**src/hdl/gfx_pkg.sv**
```systemverilog
`timescale 1ns / 1ps
// ----------------------------------------------------------------------------
// gfx_pkg
// Shared types and constants of the GF(p^e) arithmetic block.
// ----------------------------------------------------------------------------
package gfx_pkg;

	localparam int MAX_DEGREE = 7;
	localparam int PR_DEPTH = 2 * MAX_DEGREE - 1;
	localparam int DIG_W = $clog2(MAX_DEGREE);
	localparam int PR_W = $clog2(PR_DEPTH);

	localparam logic [7:0] ORDER_LIMIT = 8'd254;
	localparam logic [7:0] CODE_CAP = 8'd255;

	localparam logic [2:0] KIND_ADD = 3'd0;
	localparam logic [2:0] KIND_MUL = 3'd1;
	localparam logic [2:0] KIND_NEG = 3'd2;
	localparam logic [2:0] KIND_INV = 3'd3;
	localparam logic [2:0] KIND_FROB = 3'd4;

	localparam logic [1:0] CFG_PRIME = 2'd0;
	localparam logic [1:0] CFG_DEGREE = 2'd1;
	localparam logic [1:0] CFG_MODULUS = 2'd2;

	// control of one step of the shared modular unit
	typedef struct packed {
		logic       dbl;
		logic       din;
		logic [7:0] r;
		logic [7:0] y;
	} modstep_ctl_t;

endpackage

```
**src/hdl/gfx_modstep.sv**
```systemverilog
`timescale 1ns / 1ps
// ----------------------------------------------------------------------------
// gfx_modstep
// One step of the shared modulo-p unit: r' = ((2r + din) mod p + y) mod p,
// or (r + y) mod p without doubling. Also yields the division quotient bit.
// ----------------------------------------------------------------------------
module gfx_modstep import gfx_pkg::*; (
	input  logic [7:0]   p,
	input  modstep_ctl_t ctl,
	output logic [7:0]   res,
	output logic         qbit
);

	logic [8:0] p9;
	logic [8:0] t;
	logic [8:0] t1;
	logic [8:0] u;
	logic [8:0] u1;

	always_comb begin
		p9 = {1'b0, p};
		t = ctl.dbl ? {ctl.r, ctl.din} : {1'b0, ctl.r};
		qbit = (t >= p9);
		t1 = qbit ? (t - p9) : t;
		u = t1 + {1'b0, ctl.y};
		u1 = (u >= p9) ? (u - p9) : u;
		res = u1[7:0];
	end

endmodule

```
**src/hdl/gf_extension_field_arithmetic.sv**
```systemverilog
`timescale 1ns / 1ps
// ----------------------------------------------------------------------------
// gf_extension_field_arithmetic
// Add, multiply, negate, inverse and Frobenius in GF(p^e), q = p^e <= 254.
// ----------------------------------------------------------------------------
// Usage: set prime, degree and modulus_code through the write port (cfg_we,
// cfg_index, cfg_data) while the block is idle. A request transaction on the
// input channel (kind, operand_a, operand_b) yields exactly one result
// transaction (value, status) on the output channel.
// One request at a time: in_ready is high only while the sequencer is idle.
// Division, sums and products use one modulo-p step unit, one step per cycle.
// Steps: form q and check, then split base-p digits (a; b for add/multiply;
//   modulus for multiply/inverse/Frobenius), then add/negate digit-wise,
//   multiply: digit products reduced by the modulus, inverse: up to q-1
//   multiplies, Frobenius: p multiplies; all but inverse rebuild the code.
// Error, unknown-kind and zero-inverse cases go from the check straight to
// the finish state.
// The result sits in an output register; a stalled receiver holds it and
// the next request is taken meanwhile, but its result waits for the slot.
// Reset clears the sequencer, the output valid and restores the registers
// to prime 2, degree 1, modulus 0. There is no clearing pass.
// ----------------------------------------------------------------------------
module gf_extension_field_arithmetic import gfx_pkg::*; (
	input  logic       clk,
	input  logic       arst_n,
	input  logic       cfg_we,
	input  logic [1:0] cfg_index,
	input  logic [7:0] cfg_data,
	input  logic       in_valid,
	output logic       in_ready,
	input  logic [2:0] kind,
	input  logic [7:0] operand_a,
	input  logic [7:0] operand_b,
	output logic       out_valid,
	input  logic       out_ready,
	output logic [7:0] value,
	output logic       status
);

	typedef enum logic [13:0] {
		S_IDLE   = 14'b00000000000001,
		S_QPOW   = 14'b00000000000010,
		S_CHECK  = 14'b00000000000100,
		S_DIV    = 14'b00000000001000,
		S_DIGIT  = 14'b00000000010000,
		S_LIN    = 14'b00000000100000,
		S_MSTART = 14'b00000001000000,
		S_PLD    = 14'b00000010000000,
		S_PBIT   = 14'b00000100000000,
		S_PADD   = 14'b00001000000000,
		S_LEAD   = 14'b00010000000000,
		S_MEND   = 14'b00100000000000,
		S_JOIN   = 14'b01000000000000,
		S_FIN    = 14'b10000000000000
	} state_t;

	typedef enum logic [1:0] {
		SRC_A = 2'd0,
		SRC_B = 2'd1,
		SRC_M = 2'd2
	} src_t;

	function automatic logic [3:0] bit_len(input logic [7:0] v);
		logic [3:0] n;
		n = 4'd0;
		for (int k = 0; k < 8; k++) begin
			if (v[k]) begin
				n = 4'(k + 1);
			end
		end
		return n;
	endfunction

	function automatic logic [7:0] neg_mod(input logic [7:0] v, input logic [7:0] p);
		return (v == 8'd0) ? 8'd0 : (p - v);
	endfunction

	state_t state_q;
	logic [7:0] prime_q;
	logic [2:0] degree_q;
	logic [7:0] modulus_q;
	logic [2:0] kind_q;
	logic [7:0] a_q;
	logic [7:0] b_q;
	logic [7:0] qacc_q;
	logic [2:0] cnt_q;
	src_t src_q;
	logic [7:0] dv_q;
	logic [7:0] qt_q;
	logic [7:0] r_q;
	logic [2:0] bcnt_q;
	logic [DIG_W-1:0] didx_q;
	logic [7:0] da_q [MAX_DEGREE];
	logic [7:0] db_q [MAX_DEGREE];
	logic [7:0] nm_q [MAX_DEGREE];
	logic [7:0] pr_q [PR_DEPTH];
	logic [DIG_W-1:0] i_q;
	logic [DIG_W-1:0] j_q;
	logic [PR_W-1:0] top_q;
	logic reduce_q;
	logic [7:0] xs_q;
	logic [7:0] ys_q;
	logic [7:0] lead_q;
	logic [7:0] cnd_q;
	logic [7:0] fcnt_q;
	logic [7:0] res_q;
	logic st_q;
	logic out_valid_q;
	logic [7:0] value_q;
	logic status_q;

	logic [3:0] pbits;
	logic usable;
	logic need_b;
	logic need_m;
	logic [2:0] e_last;
	logic [DIG_W-1:0] db_idx;
	logic [PR_W-1:0] tidx;
	logic [PR_W-1:0] pr_idx;
	logic [7:0] pr_rd;
	logic [7:0] mul_a;
	logic [15:0] mprod;
	logic [15:0] jsum;
	logic pr_one;
	logic [7:0] db_inc [MAX_DEGREE];
	logic carry;
	modstep_ctl_t ctl;
	logic [7:0] unit_res;
	logic unit_qbit;
	logic split_more;
	src_t split_nxt;

	assign in_ready = (state_q == S_IDLE);
	assign out_valid = out_valid_q;
	assign value = value_q;
	assign status = status_q;

	gfx_modstep u_modstep (
		.p    (prime_q),
		.ctl  (ctl),
		.res  (unit_res),
		.qbit (unit_qbit)
	);

	always_comb begin
		pbits = bit_len(prime_q - 8'd1);
		usable = (prime_q >= 8'd2) && (degree_q != 3'd0) && (qacc_q <= ORDER_LIMIT);
		need_b = (kind_q == KIND_ADD) || (kind_q == KIND_MUL);
		need_m = (kind_q == KIND_MUL) || (kind_q == KIND_INV) || (kind_q == KIND_FROB);
		e_last = degree_q - 3'd1;
		db_idx = (state_q == S_LIN) ? i_q : j_q;
		if (reduce_q) begin
			tidx = top_q - {1'b0, degree_q} + {1'b0, i_q};
		end else begin
			tidx = {1'b0, i_q} + {1'b0, j_q};
		end
		case (state_q)
			S_LEAD:  pr_idx = top_q;
			S_JOIN:  pr_idx = {1'b0, didx_q};
			default: pr_idx = tidx;
		endcase
		pr_rd = pr_q[pr_idx];
		mul_a = (state_q == S_QPOW) ? qacc_q : res_q;
		mprod = 16'(mul_a) * 16'(prime_q);
		jsum = mprod + 16'(pr_rd);

		// product equals the field element one
		pr_one = (pr_q[0] == 8'd1);
		for (int d = 1; d < MAX_DEGREE; d++) begin
			if ((d < int'(degree_q)) && (pr_q[d] != 8'd0)) begin
				pr_one = 1'b0;
			end
		end

		// base-p increment of the inverse candidate
		carry = 1'b1;
		for (int d = 0; d < MAX_DEGREE; d++) begin
			db_inc[d] = db_q[d];
			if (carry) begin
				if (db_q[d] == prime_q - 8'd1) begin
					db_inc[d] = 8'd0;
				end else begin
					db_inc[d] = db_q[d] + 8'd1;
					carry = 1'b0;
				end
			end
		end

		// next digit source after the current split
		split_more = 1'b0;
		split_nxt = SRC_M;
		case (src_q)
			SRC_A: begin
				if (need_b) begin
					split_more = 1'b1;
					split_nxt = SRC_B;
				end else if (need_m) begin
					split_more = 1'b1;
					split_nxt = SRC_M;
				end
			end
			SRC_B: begin
				if (need_m) begin
					split_more = 1'b1;
					split_nxt = SRC_M;
				end
			end
			default: split_more = 1'b0;
		endcase

		ctl = '0;
		case (state_q)
			S_DIV: begin
				ctl.dbl = 1'b1;
				ctl.din = dv_q[7];
				ctl.r = r_q;
			end
			S_LIN: begin
				ctl.r = da_q[i_q];
				ctl.y = db_q[db_idx];
			end
			S_PBIT: begin
				ctl.dbl = 1'b1;
				ctl.r = r_q;
				ctl.y = xs_q[bcnt_q] ? ys_q : 8'd0;
			end
			S_PADD: begin
				ctl.r = r_q;
				ctl.y = pr_rd;
			end
			default: ctl = '0;
		endcase
	end

	always_ff @(posedge clk or negedge arst_n) begin
		if (!arst_n) begin
			state_q <= S_IDLE;
			prime_q <= 8'd2;
			degree_q <= 3'd1;
			modulus_q <= 8'd0;
			kind_q <= KIND_ADD;
			a_q <= 8'd0;
			b_q <= 8'd0;
			qacc_q <= 8'd1;
			cnt_q <= 3'd0;
			src_q <= SRC_A;
			dv_q <= 8'd0;
			qt_q <= 8'd0;
			r_q <= 8'd0;
			bcnt_q <= 3'd0;
			didx_q <= '0;
			for (int k = 0; k < MAX_DEGREE; k++) begin
				da_q[k] <= 8'd0;
				db_q[k] <= 8'd0;
				nm_q[k] <= 8'd0;
			end
			for (int k = 0; k < PR_DEPTH; k++) begin
				pr_q[k] <= 8'd0;
			end
			i_q <= '0;
			j_q <= '0;
			top_q <= '0;
			reduce_q <= 1'b0;
			xs_q <= 8'd0;
			ys_q <= 8'd0;
			lead_q <= 8'd0;
			cnd_q <= 8'd0;
			fcnt_q <= 8'd0;
			res_q <= 8'd0;
			st_q <= 1'b0;
			out_valid_q <= 1'b0;
			value_q <= 8'd0;
			status_q <= 1'b0;
		end else begin
			if (cfg_we) begin
				unique case (cfg_index)
					CFG_PRIME:   prime_q <= cfg_data;
					CFG_DEGREE:  degree_q <= cfg_data[2:0];
					CFG_MODULUS: modulus_q <= cfg_data;
					default:     ;
				endcase
			end

			// the finish state reloads the slot itself
			if (out_valid_q && out_ready && (state_q != S_FIN)) begin
				out_valid_q <= 1'b0;
			end

			unique case (state_q)
				S_IDLE: begin
					if (in_valid) begin
						kind_q <= kind;
						a_q <= operand_a;
						b_q <= operand_b;
						qacc_q <= 8'd1;
						cnt_q <= 3'd0;
						state_q <= S_QPOW;
					end
				end
				S_QPOW: begin
					if (cnt_q == degree_q) begin
						state_q <= S_CHECK;
					end else begin
						qacc_q <= (mprod > 16'(CODE_CAP)) ? CODE_CAP : mprod[7:0];
						cnt_q <= cnt_q + 3'd1;
					end
				end
				S_CHECK: begin
					res_q <= 8'd0;
					if (kind_q > KIND_FROB) begin
						st_q <= 1'b0;
						state_q <= S_FIN;
					end else if (!usable || (a_q >= qacc_q) || (need_b && (b_q >= qacc_q))) begin
						st_q <= 1'b1;
						state_q <= S_FIN;
					end else if ((kind_q == KIND_INV) && (a_q == 8'd0)) begin
						st_q <= 1'b0;
						state_q <= S_FIN;
					end else begin
						src_q <= SRC_A;
						dv_q <= a_q;
						r_q <= 8'd0;
						bcnt_q <= 3'd0;
						didx_q <= '0;
						state_q <= S_DIV;
					end
				end
				S_DIV: begin
					// restoring division by p, one dividend bit per cycle
					r_q <= unit_res;
					qt_q <= {qt_q[6:0], unit_qbit};
					dv_q <= {dv_q[6:0], 1'b0};
					bcnt_q <= bcnt_q + 3'd1;
					if (bcnt_q == 3'd7) begin
						state_q <= S_DIGIT;
					end
				end
				S_DIGIT: begin
					case (src_q)
						SRC_A:   da_q[didx_q] <= r_q;
						SRC_B:   db_q[didx_q] <= r_q;
						default: nm_q[didx_q] <= neg_mod(r_q, prime_q);
					endcase
					r_q <= 8'd0;
					bcnt_q <= 3'd0;
					if (didx_q != e_last) begin
						dv_q <= qt_q;
						didx_q <= didx_q + DIG_W'(1);
						state_q <= S_DIV;
					end else if (split_more) begin
						src_q <= split_nxt;
						dv_q <= (split_nxt == SRC_B) ? b_q : modulus_q;
						didx_q <= '0;
						state_q <= S_DIV;
					end else begin
						i_q <= '0;
						case (kind_q) inside
							KIND_ADD, KIND_NEG: state_q <= S_LIN;
							KIND_MUL: state_q <= S_MSTART;
							default: begin
								// candidate or accumulator starts at one
								for (int k = 0; k < MAX_DEGREE; k++) begin
									db_q[k] <= (k == 0) ? 8'd1 : 8'd0;
								end
								cnd_q <= 8'd1;
								fcnt_q <= prime_q;
								state_q <= S_MSTART;
							end
						endcase
					end
				end
				S_LIN: begin
					pr_q[{1'b0, i_q}] <= (kind_q == KIND_ADD) ? unit_res
						: neg_mod(da_q[i_q], prime_q);
					if (i_q == e_last) begin
						res_q <= 8'd0;
						didx_q <= e_last;
						state_q <= S_JOIN;
					end else begin
						i_q <= i_q + DIG_W'(1);
					end
				end
				S_MSTART: begin
					for (int k = 0; k < PR_DEPTH; k++) begin
						pr_q[k] <= 8'd0;
					end
					i_q <= '0;
					j_q <= '0;
					reduce_q <= 1'b0;
					state_q <= S_PLD;
				end
				S_PLD: begin
					if (reduce_q) begin
						xs_q <= lead_q;
						ys_q <= nm_q[i_q];
					end else begin
						xs_q <= da_q[i_q];
						ys_q <= db_q[db_idx];
					end
					r_q <= 8'd0;
					bcnt_q <= 3'(pbits - 4'd1);
					state_q <= S_PBIT;
				end
				S_PBIT: begin
					// double-and-add modular product, msb first
					r_q <= unit_res;
					if (bcnt_q == 3'd0) begin
						state_q <= S_PADD;
					end else begin
						bcnt_q <= bcnt_q - 3'd1;
					end
				end
				S_PADD: begin
					pr_q[tidx] <= unit_res;
					if (!reduce_q) begin
						if (j_q != e_last) begin
							j_q <= j_q + DIG_W'(1);
							state_q <= S_PLD;
						end else if (i_q != e_last) begin
							i_q <= i_q + DIG_W'(1);
							j_q <= '0;
							state_q <= S_PLD;
						end else if (degree_q > 3'd1) begin
							reduce_q <= 1'b1;
							top_q <= {degree_q, 1'b0} - 4'd2;
							state_q <= S_LEAD;
						end else begin
							state_q <= S_MEND;
						end
					end else begin
						if (i_q != e_last) begin
							i_q <= i_q + DIG_W'(1);
							state_q <= S_PLD;
						end else if (top_q > {1'b0, degree_q}) begin
							top_q <= top_q - 4'd1;
							state_q <= S_LEAD;
						end else begin
							state_q <= S_MEND;
						end
					end
				end
				S_LEAD: begin
					// x^e = -m(x): fold the top coefficient down
					lead_q <= pr_rd;
					i_q <= '0;
					state_q <= S_PLD;
				end
				S_MEND: begin
					case (kind_q)
						KIND_INV: begin
							if (pr_one) begin
								res_q <= cnd_q;
								st_q <= 1'b0;
								state_q <= S_FIN;
							end else if (8'(cnd_q + 8'd1) == qacc_q) begin
								res_q <= 8'd0;
								st_q <= 1'b0;
								state_q <= S_FIN;
							end else begin
								cnd_q <= cnd_q + 8'd1;
								for (int k = 0; k < MAX_DEGREE; k++) begin
									db_q[k] <= db_inc[k];
								end
								state_q <= S_MSTART;
							end
						end
						KIND_FROB: begin
							if (fcnt_q == 8'd1) begin
								res_q <= 8'd0;
								didx_q <= e_last;
								state_q <= S_JOIN;
							end else begin
								fcnt_q <= fcnt_q - 8'd1;
								for (int k = 0; k < MAX_DEGREE; k++) begin
									db_q[k] <= pr_q[k];
								end
								state_q <= S_MSTART;
							end
						end
						default: begin
							res_q <= 8'd0;
							didx_q <= e_last;
							state_q <= S_JOIN;
						end
					endcase
				end
				S_JOIN: begin
					res_q <= jsum[7:0];
					if (didx_q == '0) begin
						st_q <= 1'b0;
						state_q <= S_FIN;
					end else begin
						didx_q <= didx_q - DIG_W'(1);
					end
				end
				S_FIN: begin
					if (!out_valid_q || out_ready) begin
						out_valid_q <= 1'b1;
						value_q <= res_q;
						status_q <= st_q;
						state_q <= S_IDLE;
					end
				end
				default: state_q <= S_IDLE;
			endcase
		end
	end

`ifndef ASSERT_OFF
	a_busy_after_accept: assert property (@(posedge clk) disable iff (!arst_n)
		(in_valid && in_ready) |=> !in_ready)
		else $error("input accepted while a transaction is in progress");

	a_bit_count_range: assert property (@(posedge clk) disable iff (!arst_n)
		(state_q == S_PBIT) |-> ({1'b0, bcnt_q} < pbits))
		else $error("multiplier bit index beyond width of p-1");

	a_digit_index_range: assert property (@(posedge clk) disable iff (!arst_n)
		(state_q == S_PLD) |-> ((i_q < degree_q) && (j_q < degree_q)))
		else $error("digit index beyond degree");

	a_candidate_range: assert property (@(posedge clk) disable iff (!arst_n)
		((state_q == S_MEND) && (kind_q == KIND_INV)) |-> ((cnd_q != 8'd0) && (cnd_q < qacc_q)))
		else $error("inverse candidate outside the field");

	a_error_value_zero: assert property (@(posedge clk) disable iff (!arst_n)
		(out_valid_q && status_q) |-> (value_q == 8'd0))
		else $error("error status with nonzero value");
`endif

endmodule
```
**config.mk**
```make
export PLATFORM = sky130hd
export DESIGN_NAME = gf_extension_field_arithmetic
export DESIGN_NICKNAME = d
export VERILOG_FILES = /design/src/hdl/gfx_pkg.sv /design/src/hdl/gfx_modstep.sv /design/src/hdl/gf_extension_field_arithmetic.sv
export SDC_FILE = /design/constraint.sdc
export NUM_CORES = 2
export LEC_CHECK = 0
export BUFFER_PORTS_ARGS = -buffer_cell sky130_fd_sc_hd__clkbuf_2
export CAP_MARGIN = 20
export CORE_MARGIN = 10
export CORE_UTILIZATION = 50
export CTS_CLUSTER_SIZE = 20
export DETAILED_ROUTE_END_ITERATION = 8
export PLACE_DENSITY = 0.65
export REMOVE_ABC_BUFFERS = 1
export SLEW_MARGIN = 15
export SYNTH_ARGS = -nofsm -noshare
export SYNTH_HDL_FRONTEND = slang
export SYNTH_SLANG_ARGS = --single-unit
```
**constraint.sdc**
```tcl
create_clock -name clk -period 24.7 [get_ports clk]
set_input_delay 3.705 -clock clk [delete_from_list [all_inputs] [get_ports clk]]
set_output_delay 3.705 -clock clk [all_outputs]
set_load 0.02 [all_outputs]
```
## Word level (Yosys, flattened, before mapping)

Index checks and enable logic that the tools add are counted.
W data, S select, Z words.

- Reduce and logical (&&, ||, !) cells: 85
- Bitwise logic cells: 8
- $mul: 1
- Muxes and demuxes: 210
- Order comparisons: 26
- Equality and inequality tests: 84
- Add/sub/neg operators: 30

Operator list:

| cell | count |
|---|---|
| $mux W8 | 61 |
| $mux W56 | 8 |
| $pmux W104 S3 | 1 |
| $pmux W56 S2 | 2 |
| $bwmux W104 | 2 |
| $mux W14 | 13 |
| $pmux W14 S13 | 1 |
| $bwmux W56 | 3 |
| $pmux W8 S2 | 5 |
| $mux W3 | 26 |
| $bmux W8 S3 | 3 |
| $pmux W8 S3 | 3 |
| $add A8 B1 Y8 const B | 8 |
| $demux W8 S4 | 2 |
| $eq A8 B8 Y1 | 8 |
| $mux W12 | 5 |
| $ne A2 B2 Y1 const B | 25 |
| $reduce_bool A8 Y1 | 6 |
| $ne A3 B3 Y1 const B | 15 |
| $reduce_and A6 Y1 | 7 |
| $mux W1 | 37 |
| $bmux W8 S4 | 1 |
| $pmux W8 S4 | 1 |
| $pmux W3 S5 | 2 |
| other kinds (91) | 199 |

- Input bits: 34
- Output and inout port bits: 11
- Logic and storage cells: 507
- Register bits: 437

## Depth between registers and ports, before layout

- Word-level depth: 15
- Mapped depth: 39

## Modules after synthesis

A second synthesis with hierarchy kept.

- Cells, all modules: 3511
- Area total of the unflattened synthesis: 30878.4 um2

Modules (own cells, without submodules):

| module | area each (um2) | cells an instance | instances | sequential area each (um2) |
|---|---|---|---|---|
| gf_extension_field_arithmetic | 29542.1 | 3342 | 1 | 10940.5 |
| gfx_modstep | 1336.3 | 169 | 1 | 0.0 |

## Worst setup path before layout

No wires, ideal clock.

- Kind: reg-to-reg
- From: register i_q[1]
- To: register pr_q[40] in the netlist's numbering
- Period minus slack after synthesis: 7751 ps
- Buffers on the path: 5
- Path slack: 16949 ps
- Setup time: 87 ps
- Required time: 24613 ps
- Data arrival time: 7664 ps
- Stages on the path, launching flop included: 34
- Path through: dfrtp_1 buf_2 inv_1 clkbuf_1 fa_1 fa_1 mux2_2 nor2_1 a311o_1 a22oi_1 buf_2 buf_2 a21oi_1 a21oi_1 mux2i_1 a221o_1 ha_1 inv_1 fa_1 nor2b_1 o21a_1 o31ai_1 nor2b_1 xnor2_1 ha_1 or3_1 o22a_1 o21ai_0 nand3b_1 mux2i_2 buf_4 mux2_2 or4_1 o211ai_1

- Cells in the longest elaborated chain, start to end: 14
- Elaborated cells between the ends (all ways): 46

RTL lines:

| what | RTL line | source |
|---|---|---|
| start, declared | gf_extension_field_arithmetic.sv:97 | `logic [DIG_W-1:0] i_q;` |
| start signal, assigned | gf_extension_field_arithmetic.sv:380 | `i_q <= i_q + DIG_W'(1);` |
| start signal, assigned | gf_extension_field_arithmetic.sv:420 | `i_q <= i_q + DIG_W'(1);` |
| start signal, assigned | gf_extension_field_arithmetic.sv:432 | `i_q <= i_q + DIG_W'(1);` |
| $add A4 B3 Y4 / $add A3 B3 Y4 (equally long branches) | gf_extension_field_arithmetic.sv:153, gf_extension_field_arithmetic.sv:155 |  |
| $mux W4 * | gf_extension_field_arithmetic.sv:152 | `if (reduce_q) begin` |
| $pmux W4 S2 * | gf_extension_field_arithmetic.sv:157 | `case (state_q)` |
| $not A4 Y5 (not written as such) * | gf_extension_field_arithmetic.sv:162 | `pr_rd = pr_q[pr_idx];` |
| $bmux W8 S4 * | gf_extension_field_arithmetic.sv:162 |  |
| $mux W8 (not written as such) * (2 in series) | gf_extension_field_arithmetic.sv:162 |  |
| via pr_rd[0] | gf_extension_field_arithmetic.sv:120 | `logic [7:0] pr_rd;` |
| $pmux W8 S3 * | gf_extension_field_arithmetic.sv:212 | `case (state_q)` |
| $add A9 B8 Y9 * | gfx_modstep.sv:25 | `u = t1 + {1'b0, ctl.y};` |
| $sub A8 B8 Y8 / $ge A9 B8 Y1 (equally long branches) | gfx_modstep.sv:26 | `u1 = (u >= p9) ? (u - p9) : u;` |
| $mux W8 * | gfx_modstep.sv:26 |  |
| $mux W8 | gf_extension_field_arithmetic.sv:373 | `pr_q[{1'b0, i_q}] <= (kind_q == KIND_ADD) ? unit_res` |
| $bwmux W104 | gf_extension_field_arithmetic.sv:373 |  |
| $pmux W104 S3 * | gf_extension_field_arithmetic.sv:289 | `unique case (state_q)` |
| end signal, assigned by index | gf_extension_field_arithmetic.sv:373 |  |
| end signal, assigned by index | gf_extension_field_arithmetic.sv:414 | `pr_q[tidx] <= unit_res;` |
| end, declared | gf_extension_field_arithmetic.sv:96 | `logic [7:0] pr_q [PR_DEPTH];` |

Mark *: on every way through the listed nets, which the timed path passes. The rest lies on a longest branch. The select of a mux whose other input is x is not followed.
A chain may end at the register's enable or synchronous reset.

## Final worst setup path

- From: register i_q[0]
- To: register pr_q[55] in the netlist's numbering

- Cells in the longest elaborated chain, start to end: 14
- Elaborated cells between the ends (all ways): 46

RTL lines:

| what | RTL line | source |
|---|---|---|
| $add A4 B3 Y4 (tied with other cells) | gf_extension_field_arithmetic.sv:153 | `tidx = top_q - {1'b0, degree_q} + {1'b0, i_q};` |
| $mux W4 / $bmux W8 S3 (equally long branches) | gf_extension_field_arithmetic.sv:152, gf_extension_field_arithmetic.sv:219, gf_extension_field_arithmetic.sv:374 |  |
| $pmux W4 S2 / $mux W8 (equally long branches) | gf_extension_field_arithmetic.sv:157, gf_extension_field_arithmetic.sv:219, gf_extension_field_arithmetic.sv:374 |  |
| $not A4 Y5 (not written as such) / $mux W8 (equally long branches) | gf_extension_field_arithmetic.sv:162, gf_extension_field_arithmetic.sv:219, gf_extension_field_arithmetic.sv:374 |  |
| $bmux W8 S4 / $pmux W8 S2 (equally long branches) | gf_extension_field_arithmetic.sv:162, gf_extension_field_arithmetic.sv:212 |  |
| $mux W8 (not written as such) / $mux W9 (equally long branches) | gf_extension_field_arithmetic.sv:162, gfx_modstep.sv:22 |  |
| $mux W8 (not written as such) (tied with other cells) | gf_extension_field_arithmetic.sv:162 |  |
| $pmux W8 S3 / $mux W9 (equally long branches) | gf_extension_field_arithmetic.sv:212, gfx_modstep.sv:24 |  |
| $add A9 B8 Y9 | gfx_modstep.sv:25 |  |
| $sub A8 B8 Y8 / $ge A9 B8 Y1 (equally long branches) | gfx_modstep.sv:26 |  |
| $mux W8 | gfx_modstep.sv:26 |  |
| $mux W8 | gf_extension_field_arithmetic.sv:373 |  |
| $bwmux W104 | gf_extension_field_arithmetic.sv:373 |  |
| $pmux W104 S3 * | gf_extension_field_arithmetic.sv:289 |  |

Mark *: on every way between the ends. The rest lies on a longest branch, timed or not. The select of a mux whose other input is x is not followed.

==> summary.json <==
{
  "endpoint_kind": "register",
  "cts.sink_count": 437,
  "initial_antenna_violation_count": 3,
  "synth.yosys.seq_area_share_pct": 36.0,
  "worst-setup-path-type": "register to register",
  "postSynthAreaPerCell_um2": 8.71,
  "finish.net_count": 3666,
  "post-synth-top-area-cell": "dfrtp_1",
  "gr-usage-all-layers_pct": 32.6,
  "post-route-period-util_pct": 37.5,
  "power.ir.vdd_worst_mv": 0.0784,
  "clk_transition_reported_paths_ns": 0.07,
  "yosys_warnings": 0,
  "worst-endpoint-required_ns": 25.18,
  "placementRows": 90,
  "design.die.area_um2": 71000,
  "cts-root-to-sink-buffers": 3,
  "yosys.cell_count.top_type": "o21ai_0",
  "nFillCells": 5527,
  "grt_start_max_net_pins": 141,
  "main_combinational_cell_family_by_area_after_synthesis": "compound AO/OA/AOI/OAI gates",
  "synth_top_cells_by_area": "dfrtp_1 (36%), o21ai_0 (7.3%), ha_1 (5.4%)",
  "setup.worst_path.start_class": "register",
  "max_slew.worst_pin.slew_ns": 1.20,
  "first_global_vias": 27000,
  "place.port_buffers": 44,
  "synth.area.mux_share_pct": 8.19,
  "pwr_density_cell_nw_per_um2": 67.4,
  "timing.clock.skew_ns": 0.0491,
  "floorplan.die.width_um": 266,
  "hold_bufs_at_cts": 0,
  "arrival_ns": 9.74,
  "synth_compound_area_share_pct": 21.3,
  "async_flop_share_pct": 100,
  "antenna_nets_post_route": 0,
  "totalPowerFinal_mw": 2.22,
  "route.final.wire_length_um": 117000,
  "crit_cells": 38,
  "detail_route.first_pass.iterations": 6,
  "timing.hold.worst.class": "register to register",
  "maxCapViolCount": 0,
  "critical_path.slowest_cell": "a2bb2oi_1",
  "globalplace.congestion": 1.02,
  "fp.dieH_um": 266,
  "hpwlAfterDp_um": 87600,
  "ys_top_cells_by_count": "o21ai_0 (442), dfrtp_1 (433), nand2_1 (420), nor2_1 (263), a21oi_1 (194)",
  "syn-cell-area_um2": 30400,
  "ios": 45,
  "slowest_delay_ns": 0.71,
  "final_layout_size_suffix_gt1_share_pct": 9.98,
  "synth_adder_area_share_pct": 8.46,
  "worst-r2r-cell-count": 38,
  "drcViolationCount": 0,
  "synth_simple_gate_area_share_pct": 17.5,
  "fp.coreArea_um2": 60200,
  "path_delay_family": "compound AO/OA/AOI/OAI gates",
  "timing.max_slew.rel_slack_pct": 19.7,
  "postCtsResizedCells": 0,
  "tritoncts": "yes",
  "grt_first_pass_wirelength_um": 175000,
  "status": "finished clean",
  "most_prevalent_standard_cell_on_the_critical_path": "o21ai_0",
  "finalWorstPathRequiredPeriod_ns": 9.26,
  "post_cts_buffers": 0,
  "vias": 28200,
  "later_pin_clock_latency_in_the_skew_report_ns": 0.63,
  "synth_top_flop_cell": "dfrtp_1",
  "final_core_util_pct": 54.8,
  "final-max-slew-violation-count": 0,
  "buffering_stage_count_on_the_worst_path_with_inverters_included": 5,
  "leakagePower_nw": 14.5,
  "cts_root_buffer": "clkbuf_16",
  "synth.distinct_cells": 102,
  "number_of_instances_in_the_synthesized_netlist": 3486,
  "netlist.area_leader.share_pct": 35.7,
  "post_synth_xor_area_fraction_pct": 3.87,
  "accumulated_negative_setup_slack_ns": 0,
  "rsz_0062_raised_after_global_routing": "no",
  "area_growth_syn_to_layout_pct": 8.74,
  "initial_core_util_pct": 50.4,
  "path_max_fanout": 56,
  "setup_viol": 0,
  "viasPerCell": 6.60,
  "initialDrtViolationCount": 3493,
  "htree_levels": 2,
  "overflow": 0,
  "cts_made_buffers": 50,
  "max_freq_ghz": 0.108,
  "postSynthRegisterBits": 437,
  "holdPathStages": 2,
  "synth-edff-count": 0,
  "finalHoldViolCount": 0,
  "wl_per_cell_um": 27.4
}
-- worst min-delay path: stages (launching register included) --
cell and delay, ns:
dfrtp_1 0.34, nand2_1 0.05, o31ai_1 0.05
-- state kept, by name (all words and copies together), names as in the netlist, 14 cells and up --
name	cells
da_q	56
db_q	56
nm_q	56
state_q	14
pr_q	104
-- area by class of cell --
cell class,instances,area (um2),area share (%)
tap,782,978,2.96
clock buffer,71,1410,4.27
multi-input combinational,2702,18100,54.9
inverter,152,571,1.73
sequential,437,10900,33.2
clock inverter,22,234,0.709
timing repair buffer,112,763,2.31
antenna,1,2.50,0.00758
-- cell usage in the layout, fill, tap and decap left out, types with 29 or more instances in the layout --
master	synthesis	final
a211oi_1	58	58
a21o_1	35	35
a21oi_1	194	194
a22oi_1	56	55
a31oi_1	32	32
and3_1	50	50
buf_4	11	64
clkbuf_16	0	50
clkbuf_2	1	43
dfrtp_1	433	431
fa_1	47	47
ha_1	130	130
inv_1	147	147
mux2_2	78	78
mux2i_1	122	121
nand2_1	420	420
nand2b_1	37	37
nand3_1	105	105
nor2_1	263	261
nor2b_1	50	50
nor3_1	55	53
o211ai_1	29	29
o21ai_0	442	442
xnor2_1	71	71
xor2_1	46	46
-- per-layer routing --
| metal | GRT usage [%] | up-vias | wire (um) |
|---|---|---|---|
| li1 | - | 12500 | - |
| met1 | 43.8 | 13900 | 48500 |
| met2 | 50.1 | 1524 | 52000 |
| met3 | 6.41 | 308 | 10900 |
| met4 | 14.7 | 2 | 5780 |
| met5 | 0 | - | 18 |
-- power by group --
group | internal, mW | total, mW | switching (mW)
Combinational | 0.228 | 0.642 | 0.414
Sequential | 0.757 | 0.818 | 0.0612
Clock | 0.432 | 0.763 | 0.331
Total | 1.42 | 2.22 | 0.807
-- per-stage QoR --
stage               area [um2]  instances  worst slack, ns  hold WS, ns
floorplan                29500       3291            14.48        0.439
global placement         31300       4181            15.78        0.450
detailed placement       31300       4182            15.69        0.457
CTS                      33000       4275            15.63        0.470
global route             33000       4278            14.99        0.497
finish                   33000       4279            15.44        0.475
-- final timing paths --
kind                          start  endpoint  slack, ns
setup / recovery             i_q[0]  pr_q[55]      15.44
hold / removal             nm_q[39]  nm_q[39]       0.48
setup reg to reg             i_q[0]  pr_q[55]      15.44
hold reg to reg            nm_q[39]  nm_q[39]       0.48
max in group asynchronous    arst_n  cnd_q[2]      19.29
min in group asynchronous    arst_n   db_q[6]       3.17
-- cell families (layout without fill, tap and decap cells) --
kind of cell | after synthesis | in the layout
DFF | 437 | 437
adders and majority gates | 177 | 177
buffers and inverters | 347 | 357
xor gates and xnor gates | 124 | 124
other | 0 | 1
and+or+nand+nor | 1125 | 1125
AOI/OAI and AO/OA | 1054 | 1054
muxes | 222 | 222
Power figures use the tool's default switching activity.
